<file path="src/design/dlt_pkg.sv">
// Shared types and constants for the line tokenizer: token and push records,
// token kinds, byte classes and the keyword table.
// No dependencies.
package dlt_pkg;

  localparam int KW_COUNT = 18;
  localparam int KW_TEXT_W = 88;   // up to 11 characters per keyword
  localparam logic [KW_COUNT-1:0] KW_ALL = '1;

  // Kind codes as they appear on the result channel
  localparam logic [2:0] K_COMMENT  = 3'd0;
  localparam logic [2:0] K_KEYWORD  = 3'd1;
  localparam logic [2:0] K_NORMAL   = 3'd2;
  localparam logic [2:0] K_STRING   = 3'd3;
  localparam logic [2:0] K_VARIABLE = 3'd4;
  localparam logic [2:0] K_NUMBER   = 3'd5;

  // Keywords, right-justified: the last character sits in bits [7:0]
  localparam logic [KW_TEXT_W-1:0] KW_TEXT [KW_COUNT] = '{
    KW_TEXT_W'("FROM"), KW_TEXT_W'("RUN"), KW_TEXT_W'("CMD"), KW_TEXT_W'("LABEL"),
    KW_TEXT_W'("MAINTAINER"), KW_TEXT_W'("EXPOSE"), KW_TEXT_W'("ENV"),
    KW_TEXT_W'("ADD"), KW_TEXT_W'("COPY"), KW_TEXT_W'("ENTRYPOINT"),
    KW_TEXT_W'("VOLUME"), KW_TEXT_W'("USER"), KW_TEXT_W'("WORKDIR"),
    KW_TEXT_W'("ARG"), KW_TEXT_W'("ONBUILD"), KW_TEXT_W'("STOPSIGNAL"),
    KW_TEXT_W'("HEALTHCHECK"), KW_TEXT_W'("SHELL")
  };

  localparam logic [3:0] KW_LEN [KW_COUNT] = '{
    4'd4, 4'd3, 4'd3, 4'd5, 4'd10, 4'd6, 4'd3, 4'd3, 4'd4,
    4'd10, 4'd6, 4'd4, 4'd7, 4'd3, 4'd7, 4'd10, 4'd11, 4'd5
  };

  typedef struct packed {
    logic        last;
    logic [2:0]  kind;
    logic [12:0] length;
    logic [11:0] start;
  } dlt_token_t;

  // Up to two tokens produced by one input item, in emission order
  typedef struct packed {
    logic [1:0] count;
    dlt_token_t tok1;
    dlt_token_t tok0;
  } dlt_push_t;

  function automatic logic is_upper(input logic [7:0] c);
    return (c >= 8'h41) && (c <= 8'h5A);
  endfunction

  function automatic logic is_alpha(input logic [7:0] c);
    return is_upper(c) || ((c >= 8'h61) && (c <= 8'h7A));
  endfunction

  function automatic logic is_digit(input logic [7:0] c);
    return (c >= 8'h30) && (c <= 8'h39);
  endfunction

  function automatic logic is_alnum(input logic [7:0] c);
    return is_alpha(c) || is_digit(c);
  endfunction

endpackage

</file>
<file path="src/design/dlt_keyword.sv">
// Parallel keyword matcher: narrows the candidate set by one character and
// reports whether a word is a complete keyword. Uses dlt_pkg.
module dlt_keyword (
  input  logic [7:0]                   c,
  input  logic [dlt_pkg::KW_COUNT-1:0] cands_base,  // set before this character
  input  logic [3:0]                   wc_base,     // characters seen so far
  input  logic [dlt_pkg::KW_COUNT-1:0] cands_reg,   // stored word state
  input  logic [3:0]                   wc_reg,
  output logic [dlt_pkg::KW_COUNT-1:0] cands_upd,
  output logic [3:0]                   wc_upd,
  output logic                         kw_reg,      // stored word is a keyword
  output logic                         kw_upd       // updated word is a keyword
);
  import dlt_pkg::*;

  logic [3:0] idx [KW_COUNT];

  always_comb begin
    for (int k = 0; k < KW_COUNT; k++) begin
      idx[k] = KW_LEN[k] - 4'd1 - wc_base;
      cands_upd[k] = cands_base[k] && (wc_base < KW_LEN[k]) &&
                     (KW_TEXT[k][{idx[k], 3'b000} +: 8] == c);
    end
    wc_upd = (wc_base < 4'd15) ? wc_base + 4'd1 : wc_base;
  end

  always_comb begin
    kw_reg = 1'b0;
    kw_upd = 1'b0;
    for (int k = 0; k < KW_COUNT; k++) begin
      if (cands_reg[k] && (KW_LEN[k] == wc_reg)) kw_reg = 1'b1;
      if (cands_upd[k] && (KW_LEN[k] == wc_upd)) kw_upd = 1'b1;
    end
  end

endmodule

</file>
<file path="src/design/dlt_scanner.sv">
// Per-byte scanner: holds the line state and turns one accepted byte into
// up to two tokens. Uses dlt_pkg and dlt_keyword.
module dlt_scanner #(
  parameter int MAX_LINE_LENGTH = 4096
) (
  input  logic              clk,
  input  logic              rst,
  input  logic              accept,
  input  logic [7:0]        c,
  input  logic              eol,
  output dlt_pkg::dlt_push_t push
);
  import dlt_pkg::*;

  localparam int PW = $clog2(MAX_LINE_LENGTH + 1);

  typedef enum logic [3:0] {
    M_LEAD, M_COMMENT, M_WORD, M_GENERAL, M_STRING,
    M_DOLLAR, M_BRACE, M_VARNAME, M_NUMBER
  } mode_t;

  mode_t              mode, mode_next;
  logic [PW-1:0]      line_pos, line_pos_next;
  logic [PW-1:0]      tok_begin, tok_begin_next;
  logic               quote_single, quote_single_next;
  logic               esc_pending, esc_pending_next;
  logic [KW_COUNT-1:0] cands, cands_next;
  logic [3:0]         wc, wc_next;

  logic [KW_COUNT-1:0] cands_base, cands_upd;
  logic [3:0]         wc_base, wc_upd;
  logic               kw_reg, kw_upd;

  // Candidate emissions in order: closing token, one-byte normal, line-end close
  logic               ea, eb, ec;
  dlt_token_t         ta, tb, tc;
  logic               in_range, start_gen, word_applied;
  logic [PW-1:0]      p, lp_after;
  logic [7:0]         quote_char;

  assign cands_base = (mode == M_LEAD) ? KW_ALL : cands;
  assign wc_base    = (mode == M_LEAD) ? 4'd0 : wc;

  dlt_keyword u_kw (
    .c          (c),
    .cands_base (cands_base),
    .wc_base    (wc_base),
    .cands_reg  (cands),
    .wc_reg     (wc),
    .cands_upd  (cands_upd),
    .wc_upd     (wc_upd),
    .kw_reg     (kw_reg),
    .kw_upd     (kw_upd)
  );

  always_comb begin
    mode_next         = mode;
    line_pos_next     = line_pos;
    tok_begin_next    = tok_begin;
    quote_single_next = quote_single;
    esc_pending_next  = esc_pending;
    cands_next        = cands;
    wc_next           = wc;
    ea = 1'b0; eb = 1'b0; ec = 1'b0;
    ta = '0; tb = '0; tc = '0;
    start_gen    = 1'b0;
    word_applied = 1'b0;
    p          = line_pos;
    in_range   = line_pos < PW'(MAX_LINE_LENGTH);
    lp_after   = in_range ? line_pos + PW'(1) : line_pos;
    quote_char = quote_single ? 8'h27 : 8'h22;

    if (in_range) begin
      unique case (mode)
        M_LEAD: begin
          if (c == 8'h20 || c == 8'h09) begin
            // blank before the first real byte: skipped
          end else if (c == 8'h23) begin
            mode_next      = M_COMMENT;
            tok_begin_next = p;
          end else if (is_upper(c) || c == 8'h5F) begin
            mode_next      = M_WORD;
            tok_begin_next = p;
            cands_next     = cands_upd;
            wc_next        = wc_upd;
            word_applied   = 1'b1;
          end else begin
            start_gen = 1'b1;
          end
        end
        M_COMMENT: ;
        M_WORD: begin
          if (is_alpha(c) || c == 8'h5F) begin
            cands_next   = cands_upd;
            wc_next      = wc_upd;
            word_applied = 1'b1;
          end else begin
            ea = 1'b1;
            ta.start  = 12'(tok_begin);
            ta.length = 13'(p - tok_begin);
            ta.kind   = kw_reg ? K_KEYWORD : K_NORMAL;
            start_gen = 1'b1;
          end
        end
        M_STRING: begin
          if (esc_pending) begin
            esc_pending_next = 1'b0;
          end else if (c == 8'h5C) begin
            esc_pending_next = !eol;
          end else if (c == quote_char) begin
            ea = 1'b1;
            ta.start  = 12'(tok_begin);
            ta.length = 13'(p + PW'(1) - tok_begin);
            ta.kind   = K_STRING;
            mode_next = M_GENERAL;
          end
        end
        M_DOLLAR: begin
          if (c == 8'h7B) begin
            mode_next = M_BRACE;
          end else if (is_alnum(c) || c == 8'h5F) begin
            mode_next = M_VARNAME;
          end else begin
            ea = 1'b1;
            ta.start  = 12'(tok_begin);
            ta.length = 13'(p - tok_begin);
            ta.kind   = K_VARIABLE;
            start_gen = 1'b1;
          end
        end
        M_BRACE: begin
          if (c == 8'h7D) begin
            ea = 1'b1;
            ta.start  = 12'(tok_begin);
            ta.length = 13'(p + PW'(1) - tok_begin);
            ta.kind   = K_VARIABLE;
            mode_next = M_GENERAL;
          end
        end
        M_VARNAME: begin
          if (!(is_alnum(c) || c == 8'h5F)) begin
            ea = 1'b1;
            ta.start  = 12'(tok_begin);
            ta.length = 13'(p - tok_begin);
            ta.kind   = K_VARIABLE;
            start_gen = 1'b1;
          end
        end
        M_NUMBER: begin
          if (!(is_alnum(c) || c == 8'h2E)) begin
            ea = 1'b1;
            ta.start  = 12'(tok_begin);
            ta.length = 13'(p - tok_begin);
            ta.kind   = K_NUMBER;
            start_gen = 1'b1;
          end
        end
        default: start_gen = 1'b1;   // general mode
      endcase

      // Byte opens a new token, or is a one-byte normal token
      if (start_gen) begin
        tok_begin_next = p;
        if (c == 8'h22 || c == 8'h27) begin
          mode_next         = M_STRING;
          quote_single_next = (c == 8'h27);
          esc_pending_next  = 1'b0;
        end else if (c == 8'h24) begin
          mode_next = M_DOLLAR;
        end else if (is_digit(c)) begin
          mode_next = M_NUMBER;
        end else begin
          eb = 1'b1;
          tb.start  = 12'(p);
          tb.length = 13'd1;
          tb.kind   = K_NORMAL;
          mode_next = M_GENERAL;
        end
      end
      line_pos_next = lp_after;
    end

    if (eol) begin
      // Open token closes at the end of the line
      tc.start  = 12'(tok_begin_next);
      tc.length = 13'(lp_after - tok_begin_next);
      tc.kind   = K_NORMAL;
      ec        = lp_after > tok_begin_next;
      unique case (mode_next)
        M_COMMENT: tc.kind = K_COMMENT;
        M_WORD: tc.kind = (word_applied ? kw_upd : kw_reg) ? K_KEYWORD : K_NORMAL;
        M_STRING: tc.kind = K_STRING;
        M_DOLLAR, M_BRACE, M_VARNAME: tc.kind = K_VARIABLE;
        M_NUMBER: tc.kind = K_NUMBER;
        default: ec = 1'b0;
      endcase
      mode_next         = M_LEAD;
      line_pos_next     = '0;
      tok_begin_next    = '0;
      quote_single_next = 1'b0;
      esc_pending_next  = 1'b0;
      cands_next        = KW_ALL;
      wc_next           = 4'd0;
    end
  end

  // Pack the first two emissions; last_of_run goes on the final one
  always_comb begin
    push.tok0 = ea ? ta : (eb ? tb : tc);
    push.tok1 = ea ? (eb ? tb : tc) : tc;
    push.count = 2'(ea) + 2'(eb) + 2'(ec);
    if (push.count == 2'd3) push.count = 2'd2;
    if (!accept) push.count = 2'd0;
    push.tok0.last = (push.count == 2'd1);
    push.tok1.last = 1'b1;
  end

  always_ff @(posedge clk) begin
    if (rst) begin
      mode         <= M_LEAD;
      line_pos     <= '0;
      tok_begin    <= '0;
      quote_single <= 1'b0;
      esc_pending  <= 1'b0;
      cands        <= KW_ALL;
      wc           <= 4'd0;
    end else if (accept) begin
      mode         <= mode_next;
      line_pos     <= line_pos_next;
      tok_begin    <= tok_begin_next;
      quote_single <= quote_single_next;
      esc_pending  <= esc_pending_next;
      cands        <= cands_next;
      wc           <= wc_next;
    end
  end

endmodule

</file>
<file path="src/design/dlt_result_queue.sv">
// Four-entry token queue: takes up to two tokens a cycle, hands out one.
// Uses dlt_pkg.
module dlt_result_queue (
  input  logic               clk,
  input  logic               rst,
  input  dlt_pkg::dlt_push_t push,
  input  logic               pop,
  output logic               room2,   // at least two free entries
  output logic               not_empty,
  output dlt_pkg::dlt_token_t head
);
  import dlt_pkg::*;

  dlt_token_t mem [4];
  logic [1:0] wr_ptr, rd_ptr;
  logic [2:0] count;

  assign room2     = count <= 3'd2;
  assign not_empty = count != 3'd0;
  assign head      = mem[rd_ptr];

  always_ff @(posedge clk) begin
    if (push.count != 2'd0) mem[wr_ptr] <= push.tok0;
    if (push.count == 2'd2) mem[wr_ptr + 2'd1] <= push.tok1;
  end

  always_ff @(posedge clk) begin
    if (rst) begin
      wr_ptr <= 2'd0;
      rd_ptr <= 2'd0;
      count  <= 3'd0;
    end else begin
      wr_ptr <= wr_ptr + push.count;
      rd_ptr <= rd_ptr + 2'(pop);
      count  <= count + 3'(push.count) - 3'(pop);
    end
  end

endmodule

</file>
<file path="src/design/dockerfile_line_tokenizer.sv">
// Top level of the line tokenizer: byte stream in, highlighting tokens out.
// Depends on dlt_pkg, dlt_scanner, dlt_keyword and dlt_result_queue.
//
// Input channel (s_*): one byte of a text line per item, s_tlast on the
// final byte of the line. Output channel (m_*): one token per item, with
// start offset, length and kind; m_tlast marks the last token caused by a
// given input byte. An input byte may cause zero, one or two tokens.
//
// The tokens of an accepted byte are registered into the token queue and
// offered on m_tvalid. The scanner state updates at the accepting edge, so a
// new byte is taken every cycle while the token queue has room. Throughput:
// one byte per cycle while the queue has room; the output side drains one
// token a cycle while m_tready is high, so with a ready receiver only bytes
// that cause two tokens can slow the input side on average. The four-entry
// token queue sets this: s_tready is high while at least two entries are
// free, independent of s_tvalid. A stalled receiver fills the queue and
// then holds s_tready low; nothing is dropped. Reset (rst, synchronous)
// empties the queue and returns the scanner to the start-of-line state.
// Bytes beyond MAX_LINE_LENGTH within a line are accepted and ignored.
module dockerfile_line_tokenizer #(
  parameter int MAX_LINE_LENGTH = 4096
) (
  input  logic        clk,
  input  logic        rst,
  input  logic        s_tvalid,
  output logic        s_tready,
  input  logic [7:0]  s_tdata,   // [7:0] char_byte
  input  logic        s_tlast,   // end_of_line
  output logic        m_tvalid,
  input  logic        m_tready,
  output logic [31:0] m_tdata,   // [11:0] token_start, [24:12] token_length,
                                 // [27:25] token_kind, [31:28] zero
  output logic        m_tlast    // last_of_run
);
  import dlt_pkg::*;

  dlt_push_t  push;
  dlt_token_t head;
  logic       accept, pop, room2, not_empty;

  assign s_tready = room2;
  assign accept   = s_tvalid && room2;
  assign pop      = m_tready && not_empty;

  dlt_scanner #(
    .MAX_LINE_LENGTH (MAX_LINE_LENGTH)
  ) u_scan (
    .clk    (clk),
    .rst    (rst),
    .accept (accept),
    .c      (s_tdata),
    .eol    (s_tlast),
    .push   (push)
  );

  dlt_result_queue u_queue (
    .clk       (clk),
    .rst       (rst),
    .push      (push),
    .pop       (pop),
    .room2     (room2),
    .not_empty (not_empty),
    .head      (head)
  );

  assign m_tvalid = not_empty;
  assign m_tdata  = {4'b0000, head.kind, head.length, head.start};
  assign m_tlast  = head.last;

endmodule
</file>
<file path="config.mk">
export PLATFORM = sky130hd
export DESIGN_NAME = dockerfile_line_tokenizer
export DESIGN_NICKNAME = d
export VERILOG_FILES = /design/src/design/dlt_pkg.sv /design/src/design/dlt_keyword.sv /design/src/design/dlt_scanner.sv /design/src/design/dlt_result_queue.sv /design/src/design/dockerfile_line_tokenizer.sv
export SDC_FILE = /design/constraint.sdc
export NUM_CORES = 1
export LEC_CHECK = 0
export ABC_AREA = 1
export BUFFER_PORTS_ARGS = -buffer_cell sky130_fd_sc_hd__buf_4
export CAP_MARGIN = 15
export CELL_PAD_IN_SITES_DETAIL_PLACEMENT = 2
export CELL_PAD_IN_SITES_GLOBAL_PLACEMENT = 2
export CORE_MARGIN = 10
export CORE_UTILIZATION = 33
export CTS_CLUSTER_DIAMETER = 150
export DETAILED_ROUTE_END_ITERATION = 8
export GPL_ROUTABILITY_DRIVEN = 0
export PLACE_DENSITY = 0.88
export REMOVE_ABC_BUFFERS = 1
export SETUP_SLACK_MARGIN = 0.15
export SLEW_MARGIN = 20
export SYNTH_ARGS = -nofsm -noshare
export SYNTH_HDL_FRONTEND = slang
export SYNTH_SLANG_ARGS = --single-unit
</file>
<file path="constraint.sdc">
create_clock -name clk -period 7 [get_ports clk]
set_clock_uncertainty 0.1 [all_clocks]
set_input_delay 1.4 -clock clk [delete_from_list [all_inputs] [get_ports clk]]
set_output_delay 1.4 -clock clk [all_outputs]
set_load 0.02 [all_outputs]
</file>
==> out/metrics.csv, run 1 <==
metric;value;unit
f_max;150;MHz
DR iter-0 viols;1317;
hold crit path type;reg2reg;
VDD IR max;218;uV
Layout area overhead;12.2;%
Synth top area share;0.231;
dpl hpwl;49100;um
switching pwr;2440;uW
Starting Density;0.336;
CTS buffer count;17;
port bufs;43;
Final #Nets;2240;
required time of the critical path;7.25;ns
yosys warns;0;
remaining global-route overflow;0;
Sw Ratio;0.488;
pwr/cell area;306;nW/um^2
Clock power frac;0.202;
number of vias per cell;5.91;
number of cells produced by synthesis;2137;
ANT nets after route;0;
total power;5010;uW
DIE AREA;53000;um^2
Worst setup SP type;input port;
Crit-path slowest cell;fa_2;
clk slew on worst S/H paths;0.07;ns
final hold violations;0;
vias in the first global route;17600;
Seq/Total Area, Yosys;0.320;
Crit Path Category;in2reg;
GR Layer Usage met2;0.436;
buffer depth of the longest clock path;2;
Die Ht;230;um
Slew HR;0.254;
first-pass GRT wire length;106000;um
clock sink count;177;
WP buf/inv;7;
drc violations;0;
ANT cells;0;
power share of the sequential group;0.272;
setup tns final;0;ns
core area;43400;um^2
Yosys cell types;60;
Vias;16300;
Root Driver;clkbuf_16;
P_leak;0.00717;uW
Async SR Flop Fraction;0;
Yosys reg bits;177;
RSZ-0062 raised after global routing;no;
Post-Place Cells;2715;
site row count;76;
max-cap violations;0;
die width;230;um
Synth area leader;edfxtp_1;
fin crit share;0.955;
Max Slew Vio Count;0;
Final min period;6.69;ns
met3 global-route usage;0.0395;
Clk Latency, worst-skew pair;0.47;ns
Internal;2570;uW
status;complete, no violations;
Synth Flop Type;edfxtp_1;
Synth Area per Inst;6.82;um^2
max incr delay on CP;0.55;ns
critical path fanouts, max;14;
Post-Syn Area;14600;um^2
Post-synth EDFFs;112;
IO Pins;48;
logic gate share of total power;0.526;
final setup vio count;0;
global route hottest layer;met2;
Initial DRT Pass Iterations;5;
M1 GR Usage;0.299;
delay-heaviest family, CP;adder cells;
largest net degree at the start of global routing;61;
layout cells sized above 1;0.118;
All-Layer GR Usage;0.252;
Worst Max-Slew Pin Slew;1.12;ns
WL final;69500;um
max reg flops;116;
TritonCTS clock tree;done;
routed len/inst;25.3;um
Critical Path AT;6.94;ns
CP endpoint kind;flop;
area post-placement;15600;um^2
non-filler instance count after layout;2751;
Synth area leaders;edfxtp_1 (23%), nand2_1 (14%), dfxtp_1 (8.9%), nor2_1 (6.2%), ha_1 (5.9%);
H-tree depth;4;
initial antenna violation count;2;
Design Area, Final;16400;um^2
hold buffer count at cts;0;
path summary, 6_finish.rpt:
path                              from              endpoint  slack, ns  depth (start not counted)
setup / recovery            s_tdata[6]      u_queue.count[2]       0.31                         36
hold reg to reg   u_scan.tok_begin[10]  u_scan.tok_begin[10]       0.38                          2
hold / removal    u_scan.tok_begin[10]  u_scan.tok_begin[10]       0.38                          2
setup reg to reg    u_scan.line_pos[0]      u_queue.count[2]       0.75                         23
cell usage in the layout (no fill, tap or decap), types with 5 or more instances in the layout:
cell type | netlist | routed
a22o_1 | 11 | 11
xor2_1 | 40 | 40
buf_12 | 0 | 6
edfxtp_1 | 112 | 112
clkinv_1 | 6 | 6
o21ai_0 | 169 | 168
nand4_1 | 23 | 23
or2_2 | 7 | 7
a21oi_2 | 10 | 11
inv_1 | 172 | 168
nor2_2 | 7 | 12
inv_8 | 0 | 7
a21oi_1 | 111 | 109
buf_4 | 12 | 92
ha_1 | 69 | 65
a22oi_1 | 5 | 5
nand2_2 | 18 | 19
nor4_1 | 5 | 5
nor2_1 | 241 | 234
o21ai_2 | 7 | 5
dfxtp_1 | 65 | 63
nand3_1 | 132 | 130
nor3_1 | 26 | 26
o21a_1 | 5 | 5
nand2_1 | 540 | 539
o21ai_1 | 33 | 34
clkbuf_16 | 0 | 17
o22ai_1 | 124 | 124
inv_2 | 25 | 30
nand3_2 | 7 | 9
nor2_4 | 3 | 5
o21bai_1 | 6 | 5
per-stage QoR:
stage                util  setup WS [ns]  hold slack (ns)
finish              0.377          0.313            0.383
global route        0.377          0.100            0.407
CTS                 0.374          0.172            0.371
detailed placement  0.359         -0.320            0.361
global placement    0.359          0.196            0.347
floorplan               -         -0.140            0.337
tightest hold or removal path, cell delays in order (launching register included):
cell,delay [ns]
dfxtp_1,0.32
nand2_1,0.06
a21oi_1,0.06
power groups by stage:
stage	Sequential [uW]	Combinational, uW	Clock (uW)
finish	1360	2630	1010
global route	1370	2840	1050
CTS	1360	2520	1010
detailed placement	1380	2440	0
global placement	1360	2270	0
floorplan	1370	1440	0
layout make-up:
type                    count  area, um^2
multi-input cells        1650        8740
clock buffers              17         425
clock inverters            15         160
repair buffers            102         863
fillers                  5274       27000
inverters                 205         777
flip-flops and latches    177        4670
well taps                 585         732
cells in the mapped netlist, types with 23 or more instances:
master    instances
inv_1           172
o21ai_1          33
nor2_1          241
dfxtp_1          65
xor2_1           40
nand4_1          23
nand3_1         132
clkbuf_1         66
a21oi_1         111
ha_1             69
nor3_1           26
o22ai_1         124
nand2_1         540
inv_2            25
o21ai_0         169
edfxtp_1        112
timing repair:
action / in CTS / in global routing
buffers inserted: 2 / 2
endpoints found under the setup margin: 142 / 232
pin swaps: 1 / 6
gates resized for setup: 5 / 40
cells by family after synthesis:
logic type | after synthesis | synth area share
simple gates | 1020 | 0.296
compound gates | 507 | 0.201
buf+inv | 313 | 0.0892
flops | 177 | 0.320
fa+ha+maj | 74 | 0.0661
xor+xnor | 44 | 0.0264
other cells | 1 | 0.000257
mux | 1 | 0.000686
layer usage:
metal	routed length (um)	part of all wire	up-vias
li1	-	-	7255
met1	28300	0.41	8186
met2	34300	0.49	633
met3	3970	0.057	194
met4	2940	0.042	4
met5	25	0.00036	-
No activity file was read; power rests on OpenSTA's default activity.
==> run 2, diff against run 1 <==
--- a/config.mk
+++ b/config.mk
@@ -8,10 +8,10 @@
 export ABC_AREA = 1
 export BUFFER_PORTS_ARGS = -buffer_cell sky130_fd_sc_hd__buf_4
 export CAP_MARGIN = 15
-export CELL_PAD_IN_SITES_DETAIL_PLACEMENT = 2
-export CELL_PAD_IN_SITES_GLOBAL_PLACEMENT = 2
+export CELL_PAD_IN_SITES_DETAIL_PLACEMENT = 0
+export CELL_PAD_IN_SITES_GLOBAL_PLACEMENT = 1
 export CORE_MARGIN = 10
-export CORE_UTILIZATION = 33
+export CORE_UTILIZATION = 42
 export CTS_CLUSTER_DIAMETER = 150
 export DETAILED_ROUTE_END_ITERATION = 8
 export GPL_ROUTABILITY_DRIVEN = 0
==> run 2 against run 1 <==
  * Critical path type unchanged
  * Highest routed layer is now met4
  * Via count is 6.8% lower
  * Setup slack better by 0.35 ns
  * Clock power shrank 4%
  * Clock-buffer cell count grew 1
==> out/metrics.csv, run 2 (same netlist as run 1, synthesis figures left out) <==
metric;value;unit
Final #Nets;2235;
combined area of the multi-input logic cells;8650;um^2
VDD IR max;240;uV
hold crit path type;reg2reg;
max reg flops;116;
buffer depth of the longest clock path;2;
ANT cells;0;
Internal;2520;uW
Crit-path slowest cell;fa_1;
critical path fanouts, max;12;
commonest non-fill, non-tap cell in the layout;nand2_1;
ANT nets after route;0;
initial antenna violation count;0;
final hold violations;0;
All-Layer GR Usage;0.228;
DIE AREA;42600;um^2
status;complete, no violations;
dpl hpwl;35900;um
final setup vio count;0;
H-tree depth;4;
TritonCTS clock tree;done;
number of vias per cell;5.79;
power share of the sequential group;0.294;
Final min period;6.34;ns
port bufs;43;
Worst Max-Slew Pin Slew;1.01;ns
WL final;48900;um
GR Layer Usage met2;0.377;
clk slew on worst S/H paths;0.07;ns
Core Util, Final;0.466;
Crit Path Category;in2reg;
Max Slew Vio Count;0;
P_leak;0.00711;uW
Clk Latency, worst-skew pair;0.45;ns
fin crit share;0.905;
worst slack at placement;0.0731;ns
vias in the first global route;14200;
layout cells sized above 1;0.106;
IO Pins;48;
commonest cells after routing, fill and taps aside;nand2_1 (540), nor2_1 (239), inv_1 (172);
Critical Path AT;6.56;ns
CP endpoint kind;flop;
filler instances;3455;
Reg area;4670;um^2
drc violations;0;
Worst setup SP type;input port;
Clock power frac;0.212;
CTS buffer count;17;
pwr/cell area;287;nW/um^2
Initial DRT Pass Iterations;6;
remaining global-route overflow;0;
f_max;158;MHz
DR iter-0 viols;1316;
Layout area overhead;9.84;%
Sw Ratio;0.452;
global route hottest layer;met2;
Slew HR;0.329;
hold buffer count at cts;0;
Root Driver;clkbuf_16;
site row count;68;
first-pass GRT wire length;77200;um
Die Ht;206;um
max-cap violations;0;
core area;34400;um^2
clock sink count;177;
logic gate share of total power;0.494;
crit-path most repeated cell;nand2_1;
Starting Density;0.424;
switching pwr;2080;uW
RSZ-0062 raised after global routing;no;
required time of the critical path;7.22;ns
Vias;15200;
routed len/inst;18.7;um
max incr delay on CP;0.49;ns
largest net degree at the start of global routing;61;
M1 GR Usage;0.290;
met3 global-route usage;0.0309;
die width;206;um
fin worst setup slack;0.664;ns
run 2: timing repair:
action	4_1_cts	5_1_grt
hold endpoints to repair	0	0
setup endpoints to repair	0	80
buffers inserted	0	4
gates resized for setup	0	3
run 2: per-layer routing:
metal,routed length (um),share of wire
met3,3680,0.075
met4,1630,0.033
met5,0,0
met2,23000,0.47
met1,20600,0.42
run 2: metrics by stage:
step	instances	power (uW)	TNS (ns)	hold slack, ns	cell area, um^2
2_1_floorplan	2032	2810	-15.14	0.337	14100
3_3_place_gp	2579	3560	0	0.346	15300
3_5_place_dp	2579	3590	0	0.356	15300
4_1_cts	2611	4560	0	0.367	15900
5_1_grt	2616	4900	0	0.399	16000
6_report	2616	4600	0	0.367	16000
run 2: critical path: cells and delay by family:
| kind | cells | cell delay [ns] |
|---|---|---|
| compound gates | 12 | 1.55 |
| fa+ha+maj | 5 | 1.75 |
| buf+inv | 6 | 0.61 |
| simple gates | 12 | 1.25 |
run 2: path summary, 6_finish.rpt:
kind | from | endpoint | slack, ns | cells past startpoint
max reg2reg | u_scan.mode[1] | u_queue.count[2] | 1.16 | 32
min | u_scan.tok_begin[6] | u_scan.tok_begin[6] | 0.37 | 2
min reg2reg | u_scan.tok_begin[6] | u_scan.tok_begin[6] | 0.37 | 2
max | s_tdata[0] | u_queue.count[2] | 0.66 | 35
run 2: cell type report:
cell class	instances	share of cell area
Multi-Input combinational cell	1650	0.540
Sequential cell	177	0.291
Inverter	205	0.0485
Timing Repair Buffer	97	0.0478
Tap cell	455	0.0355
Clock buffer	18	0.0268
Clock inverter	14	0.0102
run 2: power by group through the flow:
stage / Sequential [uW] / Combinational [uW] / Clock (uW)
floorplan: 1370 / 1440 / 0
detailed placement: 1400 / 2190 / 0
global route: 1370 / 2500 / 1030
CTS: 1380 / 2200 / 985
global placement: 1400 / 2160 / 0
finish: 1350 / 2270 / 973
==> run 3, diff against run 2 <==
--- a/config.mk
+++ b/config.mk
@@ -7,16 +7,13 @@
 export LEC_CHECK = 0
 export ABC_AREA = 1
 export BUFFER_PORTS_ARGS = -buffer_cell sky130_fd_sc_hd__buf_4
-export CAP_MARGIN = 15
 export CELL_PAD_IN_SITES_DETAIL_PLACEMENT = 0
 export CELL_PAD_IN_SITES_GLOBAL_PLACEMENT = 1
-export CORE_MARGIN = 10
 export CORE_UTILIZATION = 42
 export CTS_CLUSTER_DIAMETER = 150
 export DETAILED_ROUTE_END_ITERATION = 8
 export GPL_ROUTABILITY_DRIVEN = 0
 export PLACE_DENSITY = 0.88
-export REMOVE_ABC_BUFFERS = 1
 export SETUP_SLACK_MARGIN = 0.15
 export SLEW_MARGIN = 20
 export SYNTH_ARGS = -nofsm -noshare
==> run 3 against run 2 <==
  * Utilization grew 0.61 points
  * Register-to-register slack lost 0.04 ns
  * Wire length grew 0.23%
  * Clock-buffer cell count is the same
==> out/metrics.csv, run 3 (same netlist as run 1, synthesis figures left out) <==
metric;value;unit
RSZ-0062 raised after global routing;no;
TritonCTS clock tree;done;
Worst Max-Slew Pin Slew;0.973;ns
final setup vio count;0;
CTS buffer count;17;
Starting Density;0.431;
routed len/inst;18.8;um
clk slew on worst S/H paths;0.08;ns
max incr delay on CP;0.50;ns
initial antenna violation count;0;
fin crit share;0.923;
first-pass GRT wire length;77300;um
IO Pins;48;
max-cap violations;0;
All-Layer GR Usage;0.277;
Critical Path AT;6.71;ns
Worst setup SP type;input port;
Post-Place Cells;2568;
ANT cells;0;
Root Driver;clkbuf_16;
Crit-path slowest cell;fa_1;
die width;188;um
CP endpoint kind;flop;
DIE AREA;35500;um^2
setup tns final;0;ns
port bufs;43;
max reg flops;116;
ANT nets after route;0;
P_leak;0.00709;uW
H-tree depth;4;
non-filler instance count after layout;2602;
buffer depth of the longest clock path;2;
dpl hpwl;36000;um
Initial DRT Pass Iterations;6;
WL final;49000;um
Crit Path Category;in2reg;
pwr/cell area;290;nW/um^2
Clk Latency, worst-skew pair;0.45;ns
Slew HR;0.351;
clock sink count;177;
critical path fanouts, max;10;
required time of the critical path;7.25;ns
status;complete, no violations;
worst slack at placement;0.182;ns
commonest non-fill, non-tap cell in the layout;nand2_1;
Die Ht;188;um
Final #Nets;2228;
site row count;67;
core area;33900;um^2
commonest cells after routing, fill and taps aside;nand2_1 (536), nor2_1 (239), inv_1 (172);
Max Slew Vio Count;0;
largest net degree at the start of global routing;59;
Layout area overhead;9.63;%
final hold violations;0;
vias in the first global route;13900;
f_max;155;MHz
DR iter-0 viols;1853;
VDD IR max;220;uV
Vias;15200;
hold crit path type;reg2reg;
layout cells sized above 1;0.104;
remaining global-route overflow;0;
fin worst setup slack;0.536;ns
Final min period;6.46;ns
drc violations;0;
number of vias per cell;5.86;
## run 3: path summary, 6_finish.rpt
kind	cells past startpoint	slack [ns]	endpoint	startpoint
worst max-delay path	33	0.54	u_queue.count[2]	s_tdata[1]
worst max register to register	32	1.12	u_queue.count[2]	u_scan.mode[1]
worst min register to register	2	0.37	u_scan.tok_begin[10]	u_scan.tok_begin[10]
worst min-delay path	2	0.37	u_scan.tok_begin[10]	u_scan.tok_begin[10]
## run 3: where the power goes
| part | leakage, uW | internal [uW] | total, uW | switching (uW) |
|---|---|---|---|---|
| Combinational | 0.00505 | 718 | 2260 | 1540 |
| Clock | 0.000297 | 545 | 1010 | 470 |
| Sequential | 0.00174 | 1270 | 1370 | 95.5 |
| Total | 0.00709 | 2540 | 4640 | 2100 |
## run 3: what timing repair did
action,CTS,global route
resized for setup,0,1
hold buffers,0,0
endpoints found under the setup margin,0,62
setup buffers,0,2
## run 3: per-layer routing
metal  track usage  part of all wire  up-vias
met5             0                 0        -
met4         0.101             0.031        0
met3        0.0497              0.10      105
met2         0.435              0.44      816
met1         0.379              0.43     7074
li1              -                 -     7247
## run 3: cell type report
type | count | area (um^2)
flip-flops and latches | 177 | 4670
multi-input cells | 1650 | 8640
clock inverters | 14 | 186
clock buffers | 18 | 429
well taps | 448 | 561
inverters | 205 | 777
fillers | 3411 | 17900
repair buffers | 90 | 726
## run 3: critical path, delay by kind of cell
| kind | cells | cell delay [ns] |
|---|---|---|
| adders and majority gates | 5 | 1.77 |
| buffers and inverters | 5 | 0.57 |
| and+or+nand+nor | 11 | 1.16 |
| AOI/OAI and AO/OA | 12 | 1.82 |
## run 3: stage by stage
step / cell area [um^2] / utilization / power, uW / hold WS, ns
3_3_place_gp: 15300 / 0.453 / 3560 / 0.352
3_5_place_dp: 15300 / 0.453 / 3600 / 0.358
2_1_floorplan: 14600 / - / 2870 / 0.337
6_report: 16000 / 0.472 / 4640 / 0.368
4_1_cts: 16000 / 0.471 / 4600 / 0.370
5_1_grt: 16000 / 0.472 / 4910 / 0.392
